==> src/rtl/gdc_pkg.sv <==
package gdc_pkg;

    localparam int MaxInCh  = 64;
    localparam int MaxOutCh = 64;
    localparam int MaxSeq   = 1024;
    localparam int MaxTaps  = 16;

    localparam int WDepth = MaxOutCh * MaxInCh * MaxTaps;
    localparam int WAw    = $clog2(WDepth);
    localparam int ChAw   = $clog2(MaxInCh);
    localparam int OchAw  = $clog2(MaxOutCh);
    localparam int SeqAw  = $clog2(MaxSeq);
    localparam int SDepth = MaxInCh * MaxSeq;
    localparam int SAw    = ChAw + SeqAw;

    localparam int DivW = 7;

    localparam logic [1:0] CMD_WEIGHT  = 2'd0;
    localparam logic [1:0] CMD_BIAS    = 2'd1;
    localparam logic [1:0] CMD_SAMPLE  = 2'd2;
    localparam logic [1:0] CMD_COMPUTE = 2'd3;

    localparam logic [3:0] CFG_TAPS    = 4'd0;
    localparam logic [3:0] CFG_STEP    = 4'd1;
    localparam logic [3:0] CFG_PAD     = 4'd2;
    localparam logic [3:0] CFG_SPREAD  = 4'd3;
    localparam logic [3:0] CFG_GROUPS  = 4'd4;
    localparam logic [3:0] CFG_IN_CH   = 4'd5;
    localparam logic [3:0] CFG_OUT_CH  = 4'd6;
    localparam logic [3:0] CFG_SEQ_LEN = 4'd7;

    typedef struct packed {
        logic [1:0]         command;
        logic [15:0]        weight_addr;
        logic [5:0]         chan;
        logic [9:0]         pos;
        logic signed [31:0] value;
    } t_in_item;

    typedef struct packed {
        logic signed [47:0] result;
        logic [5:0]         out_chan;
        logic [9:0]         out_pos;
        logic               status;
    } t_out_item;

    typedef struct packed {
        logic init;
        logic valid;
    } t_mac_ctl;

    function automatic logic signed [15:0] sat16(input logic signed [31:0] v);
        logic signed [15:0] r;
        if (v > 32'sd32767) begin
            r = 16'sh7fff;
        end else if (v < -32'sd32768) begin
            r = 16'sh8000;
        end else begin
            r = v[15:0];
        end
        return r;
    endfunction

endpackage

==> src/rtl/gdc_div.sv <==
module gdc_div (
    input  logic                   i_clk,
    input  logic                   i_rst_n,
    input  logic                   i_start,
    input  logic [gdc_pkg::DivW-1:0] i_dividend,
    input  logic [gdc_pkg::DivW-1:0] i_divisor,
    output logic                   o_done,
    output logic [gdc_pkg::DivW-1:0] o_quo,
    output logic [gdc_pkg::DivW-1:0] o_rem
);
    import gdc_pkg::*;

    localparam int CntW = $clog2(DivW + 1);

    logic [DivW-1:0] r_quo;
    logic [DivW-1:0] r_rem;
    logic [DivW-1:0] r_dsr;
    logic [CntW-1:0] r_cnt;
    logic            r_busy;
    logic            r_done;
    logic [DivW:0]   shifted;
    logic [DivW:0]   trial;

    assign shifted = {r_rem, r_quo[DivW-1]};
    assign trial   = shifted - {1'b0, r_dsr};

    always_ff @(posedge i_clk) begin
        if (!i_rst_n) begin
            r_busy <= 1'b0;
            r_done <= 1'b0;
            r_cnt  <= '0;
        end else begin
            r_done <= 1'b0;
            if (i_start) begin
                r_busy <= 1'b1;
                r_cnt  <= CntW'(DivW);
            end else if (r_busy) begin
                r_cnt <= r_cnt - 1'b1;
                if (r_cnt == CntW'(1)) begin
                    r_busy <= 1'b0;
                    r_done <= 1'b1;
                end
            end
        end
    end

    always_ff @(posedge i_clk) begin
        if (i_start) begin
            r_quo <= i_dividend;
            r_rem <= '0;
            r_dsr <= i_divisor;
        end else if (r_busy) begin
            if (!trial[DivW]) begin
                r_rem <= trial[DivW-1:0];
                r_quo <= {r_quo[DivW-2:0], 1'b1};
            end else begin
                r_rem <= shifted[DivW-1:0];
                r_quo <= {r_quo[DivW-2:0], 1'b0};
            end
        end
    end

    assign o_done = r_done;
    assign o_quo  = r_quo;
    assign o_rem  = r_rem;

endmodule

==> config.mk <==
export PLATFORM = sky130hd
export DESIGN_NAME = gdc_div
export DESIGN_NICKNAME = d
export VERILOG_FILES = /design/src/rtl/gdc_pkg.sv /design/src/rtl/gdc_div.sv
export SDC_FILE = /design/constraint.sdc
export NUM_CORES = 1
export LEC_CHECK = 0
export ABC_AREA = 1
export BUFFER_PORTS_ARGS = -buffer_cell sky130_fd_sc_hd__buf_2
export CAP_MARGIN = 20
export CELL_PAD_IN_SITES_DETAIL_PLACEMENT = 1
export CELL_PAD_IN_SITES_GLOBAL_PLACEMENT = 1
export CORE_ASPECT_RATIO = 1.4
export CORE_MARGIN = 2
export CORE_UTILIZATION = 25
export DETAILED_ROUTE_END_ITERATION = 12
export PLACE_DENSITY_LB_ADDON = 0.2
export SLEW_MARGIN = 25
export SYNTH_ARGS = -nofsm -noshare
export SYNTH_HDL_FRONTEND = slang
export SYNTH_SLANG_ARGS = --single-unit
==> constraint.sdc <==
create_clock -name i_clk -period 3.9 [get_ports i_clk]
set_clock_uncertainty 0.05 [all_clocks]
set_input_delay 0.39 -clock i_clk [delete_from_list [all_inputs] [get_ports i_clk]]
set_output_delay 0.39 -clock i_clk [all_outputs]
set_load 0.1 [all_outputs]
==> flow_summary_export.csv, run 1 <==
group,metric,value,unit
cts,clk_latency,0.27,ns
grt,grt_antenna_before_repair,0,
grt,grt_overflow,0,
cells_and_area,final_area,1760,um^2
pwr,p_sw,0.244,mW
sta,setup_tns,0,ns
synth,synthFlopType,"edfxtp_1",
placement,placed_area,1710,um^2
synth,syn_area,1480,um^2
route,vias,1199,
synth,synth_area_leader_cell,"edfxtp_1",
cells_and_area,nets,236,
grt,grt_usage,12.5,%
critical_path,cp_slowest_stage_delay,0.41,ns
placement,post-place-cells,274,
grt,busiest_layer,"met2",
pwr,peakVddDrop,0.138,mV
synth,synth_top_area_share,28.5,%
pwr,pwr-share-clk,22.9,%
synth,yosys_warnings,0,
sta,setup_viol,0,
floorplanning,initial_core_util,25.5,%
sta,fin_crit_sh,46.8,%
pwr,pwr-share-seq,47.6,%
cells_and_area,antenna_cells,0,
pwr,switching_share,36.0,%
grt,gr-usage-met2,22.2,%
floorplanning,core,5780,um^2
cts,post_cts_resized,0,
critical_path,setup.worst_path.end_class,"flop",
floorplanning,num_rows,33,
synth,syn_area_per_cell,8.49,um^2
synth,synth_common_cells,"nand2_1, inv_1, edfxtp_1, nand3_1, dfxtp_1",
synth,ys_types,27,
pwr,p_comb_share,29.4,%
placement,place_hpwl,2750,um
floorplanning,die-area,6550,um^2
cts,cts_max_level,1,
sta,hold_viol_final,0,
route,drc,0,
cells_and_area,drive_gt1_share,24.0,%
pwr,power,0.680,mW
critical_path,cp_slowest_cell,"fa_1",
synth,synth-edff-count,14,
grt,grt_pass1_vias,1302,
critical_path,cp_common_cell,"nand3_1",
critical_path,cp.required,4.02,ns
floorplanning,io_pins,32,
route,final_antenna_net_count,0,
route,vias_per_cell,4.31,
sta,min_period,1.82,ns
cells_and_area,area_growth_syn_to_layout,19.2,%
floorplanning,die_h,94.9,um
sta,relSlewSlack,66.8,%
worst_hold_path,hold_path.class,"primary input to flop",
critical_path,cp_max_fo,3,
synth,synth.most_common_cell,"nand2_1",
sta,fmax,0.548,GHz
sta,worst_pin_slew,0.501,ns
synth,ys_seq_area_share,44.7,%
pwr,power.leakage,0.893,nW
synth,syn_nets,201,
critical_path,start_kind,"flop",
cells_and_area,final_util,30.4,%
grt,gr-usage-met1,14.6,%
pwr,internal_power,0.435,mW
synth,ys_ff_latch,26,
critical_path,path_class,"flop to flop",
cts,cts-root-buf,"clkbuf_8",
cts,path_clk_slew,0.09,ns
run_status,status,"complete, no violations",
flow_run,maxCapViolations,0,
synth,async_reset_ff_share,0,%
critical_path,worstPathCellList,"inv_1 -> ha_1 -> inv_2 -> fa_1 -> nand3_1 -> nand3_1 -> xnor2_1 -> nand2_1 -> nand3_1 -> nand2_1",
route,wire_per_inst,12.4,um
synth,synth_area_leaders,"edfxtp_1, dfxtp_1, nand2_1",
grt,grt_pass1_wl,6070,um
cts,clock_sinks,26,
placement,gp_congestion,0.721,
cts,ctsHoldBuffers,0,
cells_and_area,finalNonFillerCells,278,
grt,use_met3,1.91,%
cts,clockBufferDepth,2,
route,dr.first_iter.drc_count,35,
critical_path,critPathArrivalTime,1.94,ns
pwr,pwr_density_cell,386,nW/um^2
critical_path,path_buf_inv,2,
route,wl,3450,um
route,drt_pass1_iterations,4,
sta,drv_slew,0,
synth,syn_inst,174,
critical_path,cp_top_family,"adder cells",
cts,cts_inserted_buffers,3,
cts,tritoncts,"built",
cts,post_cts_buffers,0,
placement,io_buffers,31,
sta,rsz0062_at_grt,"no",
floorplanning,die_x,69.0,um
grt,grt_max_degree,18,
cell type report:
type,instances,area (um^2)
fillers,725,4020
multi-input cells,120,696
flip-flops and latches,26,661
repair buffers,31,155
inverters,27,115
well taps,70,87.6
clock buffers,4,45.0
final timing paths:
check                             startpoint  endpoint  slack (ns)  cells after the start
worst max-delay path                o_quo[6]  o_rem[4]        2.08                     10
worst min-delay path            i_divisor[0]  r_dsr[0]        0.24                      1
worst min register to register      o_rem[4]  o_rem[4]        0.44                      2
worst max register to register      o_quo[6]  o_rem[4]        2.08                     10
cells in the final DEF, fill, tap and decap left out, types with 2 or more instances in the layout:
cell,n
nand3b_1,6
nand3_1,14
dfxtp_1,12
nand2_2,4
nor2_1,4
ha_1,9
nand2_4,2
xnor2_1,3
inv_2,3
nor2_2,2
buf_2,31
edfxtp_1,14
a21oi_1,3
inv_1,23
clkbuf_8,3
a31oi_1,2
nand2_1,61
kinds of logic after synthesis:
kind of cell	count (synthesis)	share of synthesized area [%]
simple gates	99	32.3
xor+xnor	3	1.78
compound gates	8	4.07
flops	26	44.7
buf+inv	28	8.14
fa+ha+maj	10	8.98
flip-flops by register name, summed over array words and instances (netlist names):
signal / cells
o_done: 1
o_quo: 7
o_rem: 7
r_busy: 1
r_cnt: 3
r_dsr: 7
metrics by stage:
stage / hold WS (ns) / worst slack (ns)
final: 0.240 / 2.08
after global routing: 0.220 / 1.91
after CTS: 0.228 / 2.05
after detailed placement: 0.424 / 2.08
after global placement: 0.417 / 2.05
after floorplan: 0.409 / 1.60
routing by layer:
metal	vias to the layer above	routed length, um
li1	628	-
met1	552	1480
met2	17	1830
met3	2	98
met4	0	38
met5	-	0
power by group through the flow:
stage	sequential, mW	combinational [mW]	clock, mW
after global routing	0.328	0.219	0.180
after detailed placement	0.331	0.202	0
final	0.324	0.200	0.156
after floorplan	0.405	0.0831	0
after CTS	0.325	0.204	0.167
after global placement	0.330	0.203	0
Note: power is estimated with default switching activity, not from simulation.
==> run 2: changes to the inputs <==
clock period = 1.8 ns   (was 3.9 ns; I/O delays follow)
==> flow_summary_export.csv, run 2 (synthesis results as in run 1) <==
group,metric,value,unit
cells_and_area,layout_commonest_cell,"nand2_1",
critical_path,setup.worst_path.end_class,"flop",
cells_and_area,nets,249,
critical_path,path_class,"flop to flop",
floorplanning,core,5780,um^2
critical_path,startpoint,"o_quo[6]",
floorplanning,die-area,6550,um^2
critical_path,critPathArrivalTime,1.83,ns
placement,post-place-cells,285,
sta,hold_viol_final,0,
cts,cts_inserted_buffers,3,
floorplanning,io_pins,32,
cts,tritoncts,"built",
sta,fmax,0.590,GHz
route,drt_pass1_iterations,4,
critical_path,cp_slowest_cell,"edfxtp_1",
route,vias,1264,
cells_and_area,num-fill-cells,722,
critical_path,cp.required,1.93,ns
pwr,power.leakage,0.977,nW
placement,gp_congestion,0.727,
floorplanning,num_rows,33,
route,vias_per_cell,4.34,
cells_and_area,drive_gt1_share,40.3,%
worst_hold_path,hold_path.class,"primary input to flop",
sta,layout_setup_ws,0.106,ns
critical_path,cp_max_fo,3,
route,drc,0,
grt,grt_overflow,0,
flow_run,maxCapViolations,0,
critical_path,cp_common_cell,"nand2_2",
grt,grt_usage,13.2,%
cells_and_area,antenna_cells,0,
route,final_antenna_net_count,0,
route,wl,3770,um
grt,grt_antenna_before_repair,0,
sta,worst_pin_slew,0.494,ns
sta,holdWs,0.0163,ns
cells_and_area,area_growth_syn_to_layout,33.1,%
cts,cts_max_level,1,
sta,drv_slew,0,
floorplanning,die_x,69.0,um
cts,cts-root-buf,"clkbuf_8",
grt,grt_pass1_vias,1349,
floorplanning,initial_core_util,25.5,%
cts,clk_latency,0.28,ns
critical_path,start_kind,"flop",
sta,rsz0062_at_grt,"yes",
sta,fin_crit_sh,94.1,%
cts,path_clk_slew,0.10,ns
sta,setup_viol,0,
worst_hold_path,min_from,"i_divisor[2]",
cts,clock_sinks,26,
route,dr.first_iter.drc_count,19,
cts,clockBufferDepth,2,
grt,grt_pass1_wl,6340,um
sta,relSlewSlack,67.3,%
critical_path,rrSetupSlack,0.11,ns
cts,ctsHoldBuffers,0,
critical_path,cp_slowest_stage_delay,0.41,ns
grt,grt_max_degree,15,
cells_and_area,most-common-layout-cells,"nand2_1, buf_2, inv_1, edfxtp_1, buf_4",
run_status,status,"complete, no violations",
sta,min_period,1.69,ns
cells_and_area,finalNonFillerCells,291,
route,wire_per_inst,13.0,um
critical_path,worstPathCellList,"inv_2 -> ha_4 -> inv_4 -> fa_2 -> nand2_2 -> nand3_2 -> nand2_2 -> nand2_2 -> inv_2 -> nand2_2 -> nand3_2 -> nand2_1",
floorplanning,die_h,94.9,um
pwr,power,1.56,mW
critical_path,regToRegStartpoint,"o_quo[6]",
pwr,pwr_density_cell,797,nW/um^2
placement,place_hpwl,3040,um
placement,dp_slack,0.0353,ns
placement,io_buffers,31,
pwr,peakVddDrop,0.474,mV
## run 2: cell types whose count changed in the layout (fill, tap and decap cells not counted), sizes merged
cell / previous run / this run
buf: 31 / 44
## run 2: timing repair
item,4_1_cts,5_1_grt
resized for setup,0,20
setup endpoints to repair,0,8
endpoints found under the hold margin,0,0
setup buffers,0,2
## run 2: worst max-delay path: cells and delay by family (launching register included)
kind	cells	cell delay, ns
buffers and inverters	3	0.19
adders and majority gates	2	0.52
and+or+nand+nor	7	0.42
DFF	1	0.41
## run 2: path summary, 6_finish.rpt
kind         endpoint  cells past startpoint
max reg2reg  o_rem[6]                     12
max          o_rem[6]                     12
min          r_dsr[2]                      1
min reg2reg  o_rem[1]                      2
## run 2: metrics by stage
step,setup TNS [ns],cell area (um^2),util [%]
6_report,0,1960,34.0
5_1_grt,-0.0313,1960,34.0
4_1_cts,0,1860,32.3
3_5_place_dp,0,1820,31.5
3_3_place_gp,0,1820,31.5
2_1_floorplan,-2.35,1500,-
## run 2: final cells by class
class                      count  area [um^2]  area share [%]
multi-input combinational    120          793            40.4
sequential                    26          668            34.0
timing repair buffer          44          253            12.9
inverter                      27          118            5.99
tap                           70         87.6            4.46
clock buffer                   4         45.0            2.29
## run 2: where the power goes
part	leakage [nW]	internal (mW)	total, mW	switching (mW)
Sequential	0.242	0.676	0.704	0.0285
Combinational	0.713	0.155	0.497	0.342
Clock	0.0228	0.159	0.364	0.204
Total	0.977	0.989	1.56	0.575
## run 2: metal layers
metal	global-route usage (%)	routed length, um	vias to the layer above
met5	0	0	-
met4	3.92	51	0
met3	2.15	122	5
met2	25.0	2070	23
met1	14.3	1530	586
li1	-	-	650
==> run 3: changes to the inputs <==
CORE_UTILIZATION = 39   (was 25)
==> flow_summary_export.csv, run 3 (synthesis results as in run 1) <==
group,metric,value,unit
cts,path_clk_slew,0.10,ns
cts,cts_inserted_buffers,3,
cts,clock_sinks,26,
floorplanning,die-area,4300,um^2
floorplanning,die_h,76.8,um
route,vias,1293,
cells_and_area,final_area,1910,um^2
route,vias_per_cell,4.99,
floorplanning,initial_core_util,40.5,%
grt,grt_pass1_wl,6480,um
critical_path,critPathArrivalTime,1.84,ns
critical_path,cp.required,1.91,ns
worst_hold_path,hold_path.class,"primary input to flop",
cts,clockBufferDepth,2,
sta,setup_viol,0,
grt,grt_overflow,0,
placement,place_hpwl,3060,um
cts,cts_max_level,1,
cells_and_area,area_growth_syn_to_layout,29.3,%
sta,hold_viol_final,0,
flow_run,maxCapViolations,0,
route,dr.first_iter.drc_count,42,
sta,fmax,0.580,GHz
route,wl,3900,um
grt,grt_max_degree,16,
route,wire_per_inst,15.1,um
cts,ctsHoldBuffers,0,
grt,grt_usage,18.6,%
cells_and_area,drive_gt1_share,37.8,%
floorplanning,io_pins,32,
sta,relSlewSlack,67.2,%
pwr,power.leakage,0.954,nW
sta,worst_pin_slew,0.496,ns
cells_and_area,antenna_cells,0,
floorplanning,core,3640,um^2
critical_path,regToRegStartpoint,"o_quo[6]",
cells_and_area,final_util,52.4,%
placement,gp_congestion,0.878,
critical_path,cp_max_fo,3,
worst_hold_path,min_from,"i_divisor[2]",
route,drt_pass1_iterations,4,
run_status,status,"complete, no violations",
grt,grt_antenna_before_repair,0,
placement,io_buffers,31,
floorplanning,die_x,56,um
sta,rsz0062_at_grt,"yes",
sta,holdWs,0.0231,ns
critical_path,path_class,"flop to flop",
critical_path,startpoint,"o_quo[6]",
critical_path,start_kind,"flop",
pwr,pwr_density_cell,883,nW/um^2
placement,placed_area,1740,um^2
cells_and_area,num-fill-cells,449,
sta,min_period,1.73,ns
route,drc,0,
cells_and_area,most-common-layout-cells,"nand2_1, buf_2, inv_1, edfxtp_1, nand3_1",
critical_path,setup.worst_path.end_class,"flop",
cells_and_area,layout_commonest_cell,"nand2_1",
pwr,peakVddDrop,0.845,mV
sta,fin_crit_sh,95.8,%
cts,tritoncts,"built",
cts,clk_latency,0.27,ns
floorplanning,num_rows,26,
sta,drv_slew,0,
cells_and_area,nets,245,
grt,grt_pass1_vias,1434,
route,final_antenna_net_count,0,
cts,cts-root-buf,"clkbuf_8",
run 3: timing repair:
action,4_1_cts,5_1_grt
buffers inserted,2,1
pin swaps,1,3
gates resized for setup,0,14
cloned,0,1
endpoints found under the setup margin,1,8
run 3: worst paths after layout:
| kind | endpoint | depth (start not counted) | slack [ns] |
|---|---|---|---|
| max | o_rem[4] | 10 | 0.07 |
| min | r_dsr[2] | 1 | 0.02 |
| max reg2reg | o_rem[4] | 10 | 0.07 |
| min reg2reg | o_rem[1] | 2 | 0.43 |
run 3: worst max-delay path, stage by stage (launching register included):
cell and delay [ns]:
edfxtp_1 0.40, inv_2 0.09, ha_4 0.12, inv_2 0.04, fa_2 0.37, nand3_2 0.08, nand3_2 0.09, xnor2_2 0.15
nand2_1 0.09, nand3_2 0.07, nand2_1 0.05
run 3: power breakdown:
part | internal [mW] | switching, mW
Combinational | 0.145 | 0.350
Clock | 0.298 | 0.188
Sequential | 0.676 | 0.0298
run 3: area by class of cell:
cell class                      instances  area [um^2]  area share (%)
Multi-Input combinational cell        121          787            41.2
Tap cell                               42         52.6            2.75
Inverter                               27          115            6.03
Clock buffer                            3         41.3            2.16
Timing Repair Buffer                   39          215            11.3
Sequential cell                        26          668            35.0
Clock inverter                          1         30.0            1.57
run 3: metal layers:
layer / part of all wire (%) / routed length [um] / up-vias / track usage (%)
met5: 0 / 0 / - / 0
li1: - / - / 650 / -
met1: 38 / 1500 / 610 / 20.8
met4: 3.0 / 116 / 0 / 10.0
met3: 2.1 / 83 / 10 / 1.52
met2: 56 / 2200 / 23 / 34.0
run 3: stage by stage:
step           worst slack (ns)  power (mW)  setup TNS (ns)  std cells
2_1_floorplan            -0.311        1.06           -2.35        174
3_3_place_gp             0.0605        1.16               0        251
3_5_place_dp             0.0145        1.18               0        251
4_1_cts                 0.00392        1.67               0        257
5_1_grt                 -0.0543        1.77          -0.101        259
6_report                 0.0749        1.69               0        259
