### config.mk
export PLATFORM = sky130hd
export DESIGN_NAME = gdc_mac
export DESIGN_NICKNAME = d
export VERILOG_FILES = /design/src/rtl/gdc_pkg.sv /design/src/rtl/gdc_mac.sv
export SDC_FILE = /design/constraint.sdc
export NUM_CORES = 1
export LEC_CHECK = 0
export ABC_AREA = 1
export BUFFER_PORTS_ARGS = -buffer_cell sky130_fd_sc_hd__buf_4
export CORE_MARGIN = 8
export CORE_UTILIZATION = 40
export CTS_CLUSTER_DIAMETER = 80
export DETAILED_ROUTE_END_ITERATION = 10
export HOLD_SLACK_MARGIN = 0.06
export MAX_ROUTING_LAYER = met4
export RECOVER_POWER = 25
export SLEW_MARGIN = 20
export SYNTH_ARGS = -nofsm -noshare
export SYNTH_HDL_FRONTEND = slang
export SYNTH_SLANG_ARGS = --single-unit
export TNS_END_PERCENT = 5
### constraint.sdc
create_clock -name i_clk -period 6.7 [get_ports i_clk]
set_input_delay 1.675 -clock i_clk [delete_from_list [all_inputs] [get_ports i_clk]]
set_output_delay 1.675 -clock i_clk [all_outputs]
set_load 0.02 [all_outputs]
### src/rtl/gdc_pkg.sv
package gdc_pkg;

    localparam int MaxInCh  = 64;
    localparam int MaxOutCh = 64;
    localparam int MaxSeq   = 1024;
    localparam int MaxTaps  = 16;

    localparam int WDepth = MaxOutCh * MaxInCh * MaxTaps;
    localparam int WAw    = $clog2(WDepth);
    localparam int ChAw   = $clog2(MaxInCh);
    localparam int OchAw  = $clog2(MaxOutCh);
    localparam int SeqAw  = $clog2(MaxSeq);
    localparam int SDepth = MaxInCh * MaxSeq;
    localparam int SAw    = ChAw + SeqAw;

    localparam int DivW = 7;

    localparam logic [1:0] CMD_WEIGHT  = 2'd0;
    localparam logic [1:0] CMD_BIAS    = 2'd1;
    localparam logic [1:0] CMD_SAMPLE  = 2'd2;
    localparam logic [1:0] CMD_COMPUTE = 2'd3;

    localparam logic [3:0] CFG_TAPS    = 4'd0;
    localparam logic [3:0] CFG_STEP    = 4'd1;
    localparam logic [3:0] CFG_PAD     = 4'd2;
    localparam logic [3:0] CFG_SPREAD  = 4'd3;
    localparam logic [3:0] CFG_GROUPS  = 4'd4;
    localparam logic [3:0] CFG_IN_CH   = 4'd5;
    localparam logic [3:0] CFG_OUT_CH  = 4'd6;
    localparam logic [3:0] CFG_SEQ_LEN = 4'd7;

    typedef struct packed {
        logic [1:0]         command;
        logic [15:0]        weight_addr;
        logic [5:0]         chan;
        logic [9:0]         pos;
        logic signed [31:0] value;
    } t_in_item;

    typedef struct packed {
        logic signed [47:0] result;
        logic [5:0]         out_chan;
        logic [9:0]         out_pos;
        logic               status;
    } t_out_item;

    typedef struct packed {
        logic init;
        logic valid;
    } t_mac_ctl;

    function automatic logic signed [15:0] sat16(input logic signed [31:0] v);
        logic signed [15:0] r;
        if (v > 32'sd32767) begin
            r = 16'sh7fff;
        end else if (v < -32'sd32768) begin
            r = 16'sh8000;
        end else begin
            r = v[15:0];
        end
        return r;
    endfunction

endpackage

### src/rtl/gdc_mac.sv
module gdc_mac (
    input  logic                i_clk,
    input  logic                i_rst_n,
    input  gdc_pkg::t_mac_ctl   i_ctl,
    input  logic signed [31:0]  i_init_val,
    input  logic signed [15:0]  i_a,
    input  logic signed [15:0]  i_b,
    output logic signed [47:0]  o_acc
);
    import gdc_pkg::*;

    logic signed [31:0] r_prod;
    logic               r_pvld;
    logic signed [47:0] r_acc;

    always_ff @(posedge i_clk) begin
        if (!i_rst_n) begin
            r_pvld <= 1'b0;
        end else begin
            r_pvld <= i_ctl.valid;
        end
    end

    always_ff @(posedge i_clk) begin
        r_prod <= i_a * i_b;
        if (i_ctl.init) begin
            r_acc <= 48'(i_init_val);
        end else if (r_pvld) begin
            r_acc <= r_acc + 48'(r_prod);
        end
    end

    assign o_acc = r_acc;

endmodule
==> results of run 1 <==
metal layers:
metal	routed length [um]	track usage
met5	0	-
met4	1420	0.0591
met3	2340	0.0239
met2	24500	0.364
met1	23100	0.269
cells by family (layout without fill, tap and decap cells):
logic type	Yosys count	count (layout)	share of synthesized area
buf+inv	779	952	0.167
compound gates	118	118	0.0374
flops	81	81	0.120
fa+ha+maj	392	392	0.392
xor+xnor	42	42	0.0210
simple gates	1124	1124	0.263
Yosys cell counts, types with 3 or more instances:
| cell | number | area share |
|---|---|---|
| nand3_1 | 93 | 0.027 |
| xnor2_1 | 16 | 0.0080 |
| o21ai_0 | 26 | 0.0074 |
| a21o_1 | 7 | 0.0030 |
| a21oi_1 | 64 | 0.018 |
| o21ai_2 | 3 | 0.0015 |
| nand2_1 | 819 | 0.18 |
| a31oi_1 | 3 | 0.0011 |
| nor2_4 | 6 | 0.0038 |
| clkbuf_1 | 66 | 0.014 |
| o21bai_1 | 7 | 0.0030 |
| edfxtp_1 | 48 | 0.082 |
| nand3b_1 | 7 | 0.0030 |
| ha_1 | 129 | 0.092 |
| dfxtp_1 | 33 | 0.038 |
| nor3_1 | 9 | 0.0026 |
| and3_1 | 3 | 0.0011 |
| inv_1 | 703 | 0.15 |
| or2_2 | 14 | 0.0050 |
| nor2_2 | 13 | 0.0046 |
| nand2_2 | 12 | 0.0043 |
| nor2_1 | 115 | 0.025 |
| nand4_1 | 25 | 0.0089 |
| nand3_2 | 4 | 0.0023 |
| fa_1 | 263 | 0.30 |
| inv_2 | 6 | 0.0013 |
| xor2_1 | 26 | 0.013 |
metrics by stage:
step / setup WS [ps] / std cells
after floorplan: 16.8 / 2536
after global placement: -225 / 3278
after detailed placement: -259 / 3278
after CTS: 116 / 3294
after global routing: -28.6 / 3294
final: 212 / 3294
state kept, by name, indices dropped and copies added, names as in the netlist:
signal / count
o_acc: 48
r_prod: 32
r_pvld: 1
worst paths after layout:
| check | from | end | slack, ps | cells past startpoint |
|---|---|---|---|---|
| worst max-delay path | i_a[15] | r_prod[29] | 210 | 20 |
| worst max register to register | o_acc[0] | o_acc[20] | 3840 | 15 |
| worst min-delay path | r_prod[0] | o_acc[0] | 660 | 3 |
| worst min register to register | r_prod[0] | o_acc[0] | 660 | 3 |
layout make-up:
cell class	instances	area, um2	share of cell area
Multi-Input combinational cell	1676	12600	0.630
Inverter	711	2670	0.134
Sequential cell	81	2100	0.105
Timing Repair Buffer	225	1580	0.0793
Tap cell	585	732	0.0367
Clock buffer	9	225	0.0113
Clock inverter	7	68.8	0.00345
worst reg2reg max path, stage by stage (launching register included):
cell and delay [ps]:
edfxtp_1 380, ha_1 350, inv_1 90, fa_1 360, inv_1 200, nand3_1 100, nand3_1 220, nand2_1 110
nand2_2 150, nand3_1 90, nand2_1 150, nand2_1 120, nand2_1 70, nand2_1 40, nand3_1 110, nand2_1 70
==> impl_metrics.env, run 1 <==
export IMPL_run_status="finished, violations left"
export IMPL_violations="max-capacitance violations, max-slew violations"
export IMPL_end_kind="flip-flop"
export IMPL_cts_hold_buffers_added=0
export IMPL_finalWirelength_mm=51.4
export IMPL_residual_antenna_violating_net_count_after_detailed_routing=0
export IMPL_die_area_um2=50800
export IMPL_timing_critical_path_fanout_max=10
export IMPL_skew_ps=8.63
export IMPL_slowest_cell_on_the_critical_path="fa_2"
export IMPL_timing_final_hold_violations=0
export IMPL_hold_slack_ps=656
export IMPL_syn_inst=2536
export IMPL_track_usage=0.214
export IMPL_worst_skew_pair_late_latency_ps=360
export IMPL_layout_commonest_cell="nand2_1"
export IMPL_detail_route_wl_per_cell_um=15.6
export IMPL_crit_path_start_kind="input pin"
export IMPL_finalInstanceArea_um2=19900
export IMPL_fillerInstances=4568
export IMPL_die_height_um=225
export IMPL_grt_max_degree=49
export IMPL_maxClockFrequency_mhz=154
export IMPL_netlist_area_um2=17600
export IMPL_drcViolationCount=0
export IMPL_drt_pass1_iter_count=5
export IMPL_slew_viol_final=44
export IMPL_setup_repair_after_global_routing_missed_its_margin="true"
export IMPL_post_synth_num_cell_types=37
export IMPL_cts_repair_resize_count=0
export IMPL_grt_remaining_overflow=0
export IMPL_number_of_buffer_and_inverter_instances_along_the_worst_setup_path=7
export IMPL_core_area_um2=43200
export IMPL_ys_warnings_count=0
export IMPL_classification_of_the_worst_setup_path="input pin to flip-flop"
export IMPL_clock_tree_htree_level_count=3
export IMPL_clockBufferDepth=2
export IMPL_setup_total_negative_slack_ps=0
export IMPL_num_ports=116
export IMPL_clkSinkCount=81
export IMPL_numCtsBuffers=9
export IMPL_grt_pass1_wl_mm=84.7
export IMPL_count_of_flip_flops_with_a_built_in_enable_after_synthesis=48
export IMPL_utilization=0.462
export IMPL_layout_worst_path_cycle_share=0.968
export IMPL_syn_mean_instance_area_um2=6.92
export IMPL_first_global_vias=16400
export IMPL_design_final_nets=3164
export IMPL_crit_family="adder cells"
export IMPL_critPathRequiredTime_ps=6990
export IMPL_drt_iter0_drc=825
export IMPL_layout_drive_gt1_share=0.103
export IMPL_synthesis_nets=2996
export IMPL_clk_pin_slew_ps=70
export IMPL_report_final_setup_viol=0
export IMPL_hpwl_mm=45.8
export IMPL_root_buffer="clkbuf_16"
export IMPL_postSynth_asyncResetShare=0
export IMPL_start_util=0.407
export IMPL_die_w_um=225
export IMPL_area_delta_synth_final_pct=13.6
export IMPL_max_slew_margin=-0.364
export IMPL_cpPeakStageDelay_ps=620
export IMPL_clock_tree_from_tritoncts="done"
export IMPL_synth_main_ff_cell="edfxtp_1"
export IMPL_finalWeightedCongestion=0.957
export IMPL_worstPathArrival_ps=6780
export IMPL_worstHoldPathType="flip-flop to flip-flop"
export IMPL_ys_seq_area_frac=0.120
export IMPL_antenna_cells_inserted=0
export IMPL_worstPathCellList="buf_4, buf_4, nand2_1, fa_1, inv_1, fa_2, inv_1, fa_1, fa_1, inv_1, fa_1, inv_1, fa_1, inv_1, ha_1, nand2_1, o21ai_0, a21oi_1, nand3_1, xor2_1"
export IMPL_final_cell_mix="nand2_1 (819), inv_1 (702), fa_1 (259), buf_4 (191), ha_1 (129)"
export IMPL_setup_fix_bufs_post_cts=0
export IMPL_drt_vias_per_instance=4.73
export IMPL_finalWorstPathRequiredPeriod_ps=6490
export IMPL_number_of_maximum_capacitance_violations=1
export IMPL_port_buffers=115
export IMPL_yosys_register_bits=81
export IMPL_detailed_place_area_um2=19700
export IMPL_num_vias=15600
export IMPL_tightest_slew_ps=2050
export IMPL_core_rowCount=76
export IMPL_grt_antenna_before_repair=0
Power of run 1 is not shown: default switching activity piles up to over one toggle a cycle in this logic, so the estimate is an artifact.
==> inputs of run 2 (changes only) <==
CTS_CLUSTER_SIZE = 8   (was not set)
clock period = 5.64 ns   (was 6.7 ns; I/O delays follow)
==> run 2 against run 1 <==
- the flow finishes with violations (max-capacitance violations, max-slew violations, negative setup slack)
- register-to-register slack lost 1100 ps
- utilization increased by 2.8 points
- clock skew increased by 5.7 ps
- die area unchanged
- via count grew 0.65%
- first-iteration DRC count is 12% higher
- largest cell class unchanged
==> impl_metrics.env, run 2 (synthesis gave the netlist of run 1 again) <==
export IMPL_number_of_maximum_capacitance_violations=1
export IMPL_tightest_slew_ps=1940
export IMPL_layout_commonest_cell="nand2_1"
export IMPL_slew_viol_final=44
export IMPL_max_slew_margin=-0.294
export IMPL_detail_route_wl_per_cell_um=15.5
export IMPL_critPathRequiredTime_ps=5900
export IMPL_largest_reg_flops=48
export IMPL_first_global_vias=16900
export IMPL_clk_pin_slew_ps=70
export IMPL_design_final_nets=3233
export IMPL_seq_area_um2=2100
export IMPL_hpwl_mm=46.1
export IMPL_classification_of_the_worst_setup_path="input pin to flip-flop"
export IMPL_start_util=0.407
export IMPL_antenna_cells_inserted=0
export IMPL_finalWeightedCongestion=0.967
export IMPL_root_buffer="clkbuf_16"
export IMPL_finalWirelength_mm=52.1
export IMPL_worstPathArrival_ps=6300
export IMPL_port_buffers=115
export IMPL_layout_worst_path_cycle_share=1.07
export IMPL_hold_slack_ps=641
export IMPL_final_cell_mix="nand2_1 (800), inv_1 (676), fa_1 (258), buf_4 (242), ha_1 (111)"
export IMPL_clockBufferDepth=2
export IMPL_skew_ps=14.3
export IMPL_grt_antenna_before_repair=0
export IMPL_timing_final_hold_violations=0
export IMPL_run_status="finished, violations left"
export IMPL_core_rowCount=76
export IMPL_worst_skew_pair_late_latency_ps=360
export IMPL_maxClockFrequency_mhz=166
export IMPL_drcViolationCount=0
export IMPL_drt_iter0_drc=925
export IMPL_numCtsBuffers=9
export IMPL_residual_antenna_violating_net_count_after_detailed_routing=0
export IMPL_num_ports=116
export IMPL_worstHoldPathType="flip-flop to flip-flop"
export IMPL_pre_cts_ws_ps=-951
export IMPL_die_height_um=225
export IMPL_crit_path_start_kind="input pin"
export IMPL_report_final_setup_viol=20
export IMPL_area_delta_synth_final_pct=20.4
export IMPL_finalWorstPathRequiredPeriod_ps=6040
export IMPL_clock_tree_from_tritoncts="done"
export IMPL_end_kind="flip-flop"
export IMPL_core_area_um2=43200
export IMPL_clkSinkCount=81
export IMPL_track_usage=0.217
export IMPL_drt_pass1_iter_count=8
export IMPL_die_w_um=225
export IMPL_setup_repair_after_global_routing_missed_its_margin="true"
export IMPL_num_vias=15700
export IMPL_worst_slack_setup_final_ps=-401
export IMPL_grt_max_degree=49
export IMPL_multi_input_gate_area_um2=13100
export IMPL_die_area_um2=50800
export IMPL_cts_hold_buffers_added=0
export IMPL_layout_drive_gt1_share=0.165
export IMPL_grt_remaining_overflow=0
export IMPL_clock_tree_htree_level_count=3
export IMPL_violations="max-capacitance violations, max-slew violations, negative setup slack"
export IMPL_drt_vias_per_instance=4.67
export IMPL_timing_critical_path_fanout_max=8
export IMPL_grt_pass1_wl_mm=85.4
export IMPL_fillerInstances=4462
[run 2: changes by cell type in the layout (fill, tap and decap cells not counted), sizes merged]
cell | previous run | this run
buf | 192 | 263
clkbuf | 42 | 40
clkinv | 3 | 4
clkinvlp | 0 | 4
inv | 715 | 710
[run 2: final timing paths]
kind	start	to	slack (ps)	depth (start not counted)
max	i_b[1]	r_prod[30]	-400	21
min reg2reg	r_prod[0]	o_acc[0]	640	3
max reg2reg	o_acc[0]	o_acc[20]	2770	15
min	r_prod[0]	o_acc[0]	640	3
[run 2: layer usage]
layer | up-vias | track usage | part of all wire
met1 | 7460 | 0.271 | 0.44
met2 | 340 | 0.369 | 0.49
met3 | 80 | 0.0211 | 0.042
met4 | 0 | 0.0671 | 0.029
met5 | - | - | 0
li1 | 7814 | - | -
[run 2: layout make-up]
| cell class | instances | share of cell area |
|---|---|---|
| Multi-Input combinational cell | 1676 | 0.621 |
| Inverter | 711 | 0.127 |
| Timing Repair Buffer | 293 | 0.104 |
| Sequential cell | 81 | 0.0994 |
| Tap cell | 585 | 0.0346 |
| Clock buffer | 10 | 0.0108 |
| Clock inverter | 6 | 0.00237 |
| Timing Repair inverter | 1 | 0.000355 |
[run 2: metrics by stage]
step / cells / utilization / instance area (um2) / setup TNS, ps
after floorplan: 2536 / - / 17900 / -8050
after global placement: 3328 / 0.469 / 20300 / -15070
after detailed placement: 3328 / 0.469 / 20300 / -16140
after CTS: 3350 / 0.483 / 20800 / -5200
after global routing: 3363 / 0.490 / 21100 / -9260
final: 3363 / 0.490 / 21100 / -4920
[run 2: timing repair]
item                       CTS  global route
cloned                       1             0
buffers inserted             5            15
pin swaps                   20            65
resized for setup           56            96
setup endpoints to repair   21            23
[run 2: critical path: stages]
cell and delay (ps):
buf_6 120, nand2_4 90, inv_4 40, fa_2 540
fa_2 690, buf_6 140, inv_2 40, fa_2 540
fa_1 430, fa_1 500, fa_1 530, inv_2 40
ha_4 240, a21oi_4 140, o21bai_1 110, a21oi_2 230
o21ai_4 100, a21oi_4 170, nand2_2 70, nand2_2 50
nand2_1 40
Power of run 2 is left out for the same reason.
==> inputs of run 3 (changes only) <==
BUFFER_PORTS_ARGS = -buffer_cell sky130_fd_sc_hd__buf_2   (was -buffer_cell sky130_fd_sc_hd__buf_4)
==> run 3 against run 2 <==
- the flow still finishes with violations (max-capacitance violations, max-slew violations, negative setup slack)
- die area is the same
- cell area is essentially flat
- utilization is essentially flat
- count of clock-buffer cells in the layout is the same
- global-route usage grew 0.12 points
- first-iteration DRC count grew 5.4%
- final cell count grew 0.27%
- register-to-register slack gained 40 ps
- worst setup slack lost 58 ps
- hold slack gained 1.1 ps
- via count grew 0.97%
- routed wire length grew 0.12%
- critical endpoint unchanged
==> impl_metrics.env, run 3 (synthesis gave the netlist of run 1 again) <==
export IMPL_run_status="finished, violations left"
export IMPL_violations="max-capacitance violations, max-slew violations, negative setup slack"
export IMPL_clk_pin_slew_ps=70
export IMPL_clkSinkCount=81
export IMPL_die_area_um2=50800
export IMPL_worst_slack_setup_final_ps=-459
export IMPL_grt_max_degree=43
export IMPL_drcViolationCount=0
export IMPL_end_kind="flip-flop"
export IMPL_num_vias=15800
export IMPL_max_slew_margin=-0.264
export IMPL_grt_pass1_wl_mm=86.1
export IMPL_finalWeightedCongestion=0.974
export IMPL_crit_path_start_kind="input pin"
export IMPL_antenna_cells_inserted=0
export IMPL_worstPathCellList="buf_6, clkinvlp_4, buf_6, or2_4, fa_1, fa_1, inv_2, fa_1, inv_2, fa_1, inv_2, fa_1, fa_1, ha_4, buf_6, nand4_1, nor2_4, nand3_4, nand3_2, nand2_1"
export IMPL_start_util=0.407
export IMPL_die_height_um=225
export IMPL_layout_worst_path_cycle_share=1.08
export IMPL_worst_skew_pair_late_latency_ps=360
export IMPL_core_rowCount=76
export IMPL_layout_drive_gt1_share=0.170
export IMPL_clockBufferDepth=2
export IMPL_timing_critical_path_fanout_max=4
export IMPL_die_w_um=225
export IMPL_cpPeakStageDelay_ps=560
export IMPL_num_ports=116
export IMPL_cts_hold_buffers_added=0
export IMPL_grt_remaining_overflow=0
export IMPL_report_final_setup_viol=20
export IMPL_root_buffer="clkbuf_16"
export IMPL_design_final_nets=3242
export IMPL_worstHoldPathType="flip-flop to flip-flop"
export IMPL_track_usage=0.218
export IMPL_numCtsBuffers=9
export IMPL_timing_final_hold_violations=0
export IMPL_clock_tree_from_tritoncts="done"
export IMPL_skew_ps=15.1
export IMPL_timing_critical_path_mode_cell="fa_1"
export IMPL_finalWirelength_mm=52.1
export IMPL_slew_viol_final=43
export IMPL_drt_vias_per_instance=4.70
export IMPL_drt_pass1_iter_count=7
export IMPL_grt_antenna_before_repair=0
export IMPL_hpwl_mm=46.3
export IMPL_number_of_maximum_capacitance_violations=1
export IMPL_residual_antenna_violating_net_count_after_detailed_routing=0
export IMPL_clock_tree_htree_level_count=3
export IMPL_worstPathArrival_ps=6360
export IMPL_first_global_vias=16900
export IMPL_port_buffers=115
export IMPL_utilization=0.489
export IMPL_classification_of_the_worst_setup_path="input pin to flip-flop"
export IMPL_tightest_slew_ps=1900
export IMPL_setup_repair_after_global_routing_missed_its_margin="true"
export IMPL_layout_commonest_cell="nand2_1"
export IMPL_finalWorstPathRequiredPeriod_ps=6100
export IMPL_core_area_um2=43200
export IMPL_final_cell_mix="nand2_1 (798), inv_1 (679), fa_1 (256), buf_4 (179), ha_1 (111)"
export IMPL_largest_reg_flops=48
export IMPL_detail_route_wl_per_cell_um=15.5
export IMPL_area_delta_synth_final_pct=20.3
export IMPL_critPathRequiredTime_ps=5900
export IMPL_slowest_cell_on_the_critical_path="fa_1"
export IMPL_maxClockFrequency_mhz=164
export IMPL_drt_iter0_drc=975
-- run 3: layout make-up --
class / count / area (um2)
Clock buffer: 10 / 239
Clock inverter: 6 / 57.6
Fill cell: 4498 / 22100
Inverter: 711 / 2670
Multi-Input combinational cell: 1676 / 13100
Sequential cell: 81 / 2100
Tap cell: 585 / 732
Timing Repair Buffer: 303 / 2170
-- run 3: repair_timing --
action,CTS,global route
setup endpoints to repair,22,23
setup buffers,4,9
pin swaps,18,51
resized for setup,73,112
-- run 3: final timing paths --
kind	from	cells after the start	to	slack, ps
setup / recovery	i_b[15]	20	r_prod[30]	-460
hold / removal	r_prod[0]	3	o_acc[0]	640
hold reg to reg	r_prod[0]	3	o_acc[0]	640
setup reg to reg	o_acc[0]	15	o_acc[20]	2810
-- run 3: worst max-delay path: cells and delay by family --
family	cells	cell delay [ps]
adders and majority gates	7	3440
and+or+nand+nor	6	960
buffers and inverters	7	550
-- run 3: routing by layer --
metal	routed length, um	part of all wire	global-route usage
met1	23200	0.44	0.275
met2	25500	0.49	0.376
met3	2110	0.040	0.0163
met4	1360	0.026	0.0566
met5	0	0	-
-- run 3: metrics by stage --
stage                     cells  setup slack (ps)  TNS (ps)  cell area, um2  hold WS, ps
final                      3372              -459     -5150           21100          642
after global routing       3372              -624     -9650           21100          684
after CTS                  3365              -474     -6480           20700          651
after detailed placement   3345             -1110    -17860           20200          626
after global placement     3345             -1070    -17450           20200          628
after floorplan            2536              -456     -8050           17900          582
Power of run 3 is left out for the same reason.
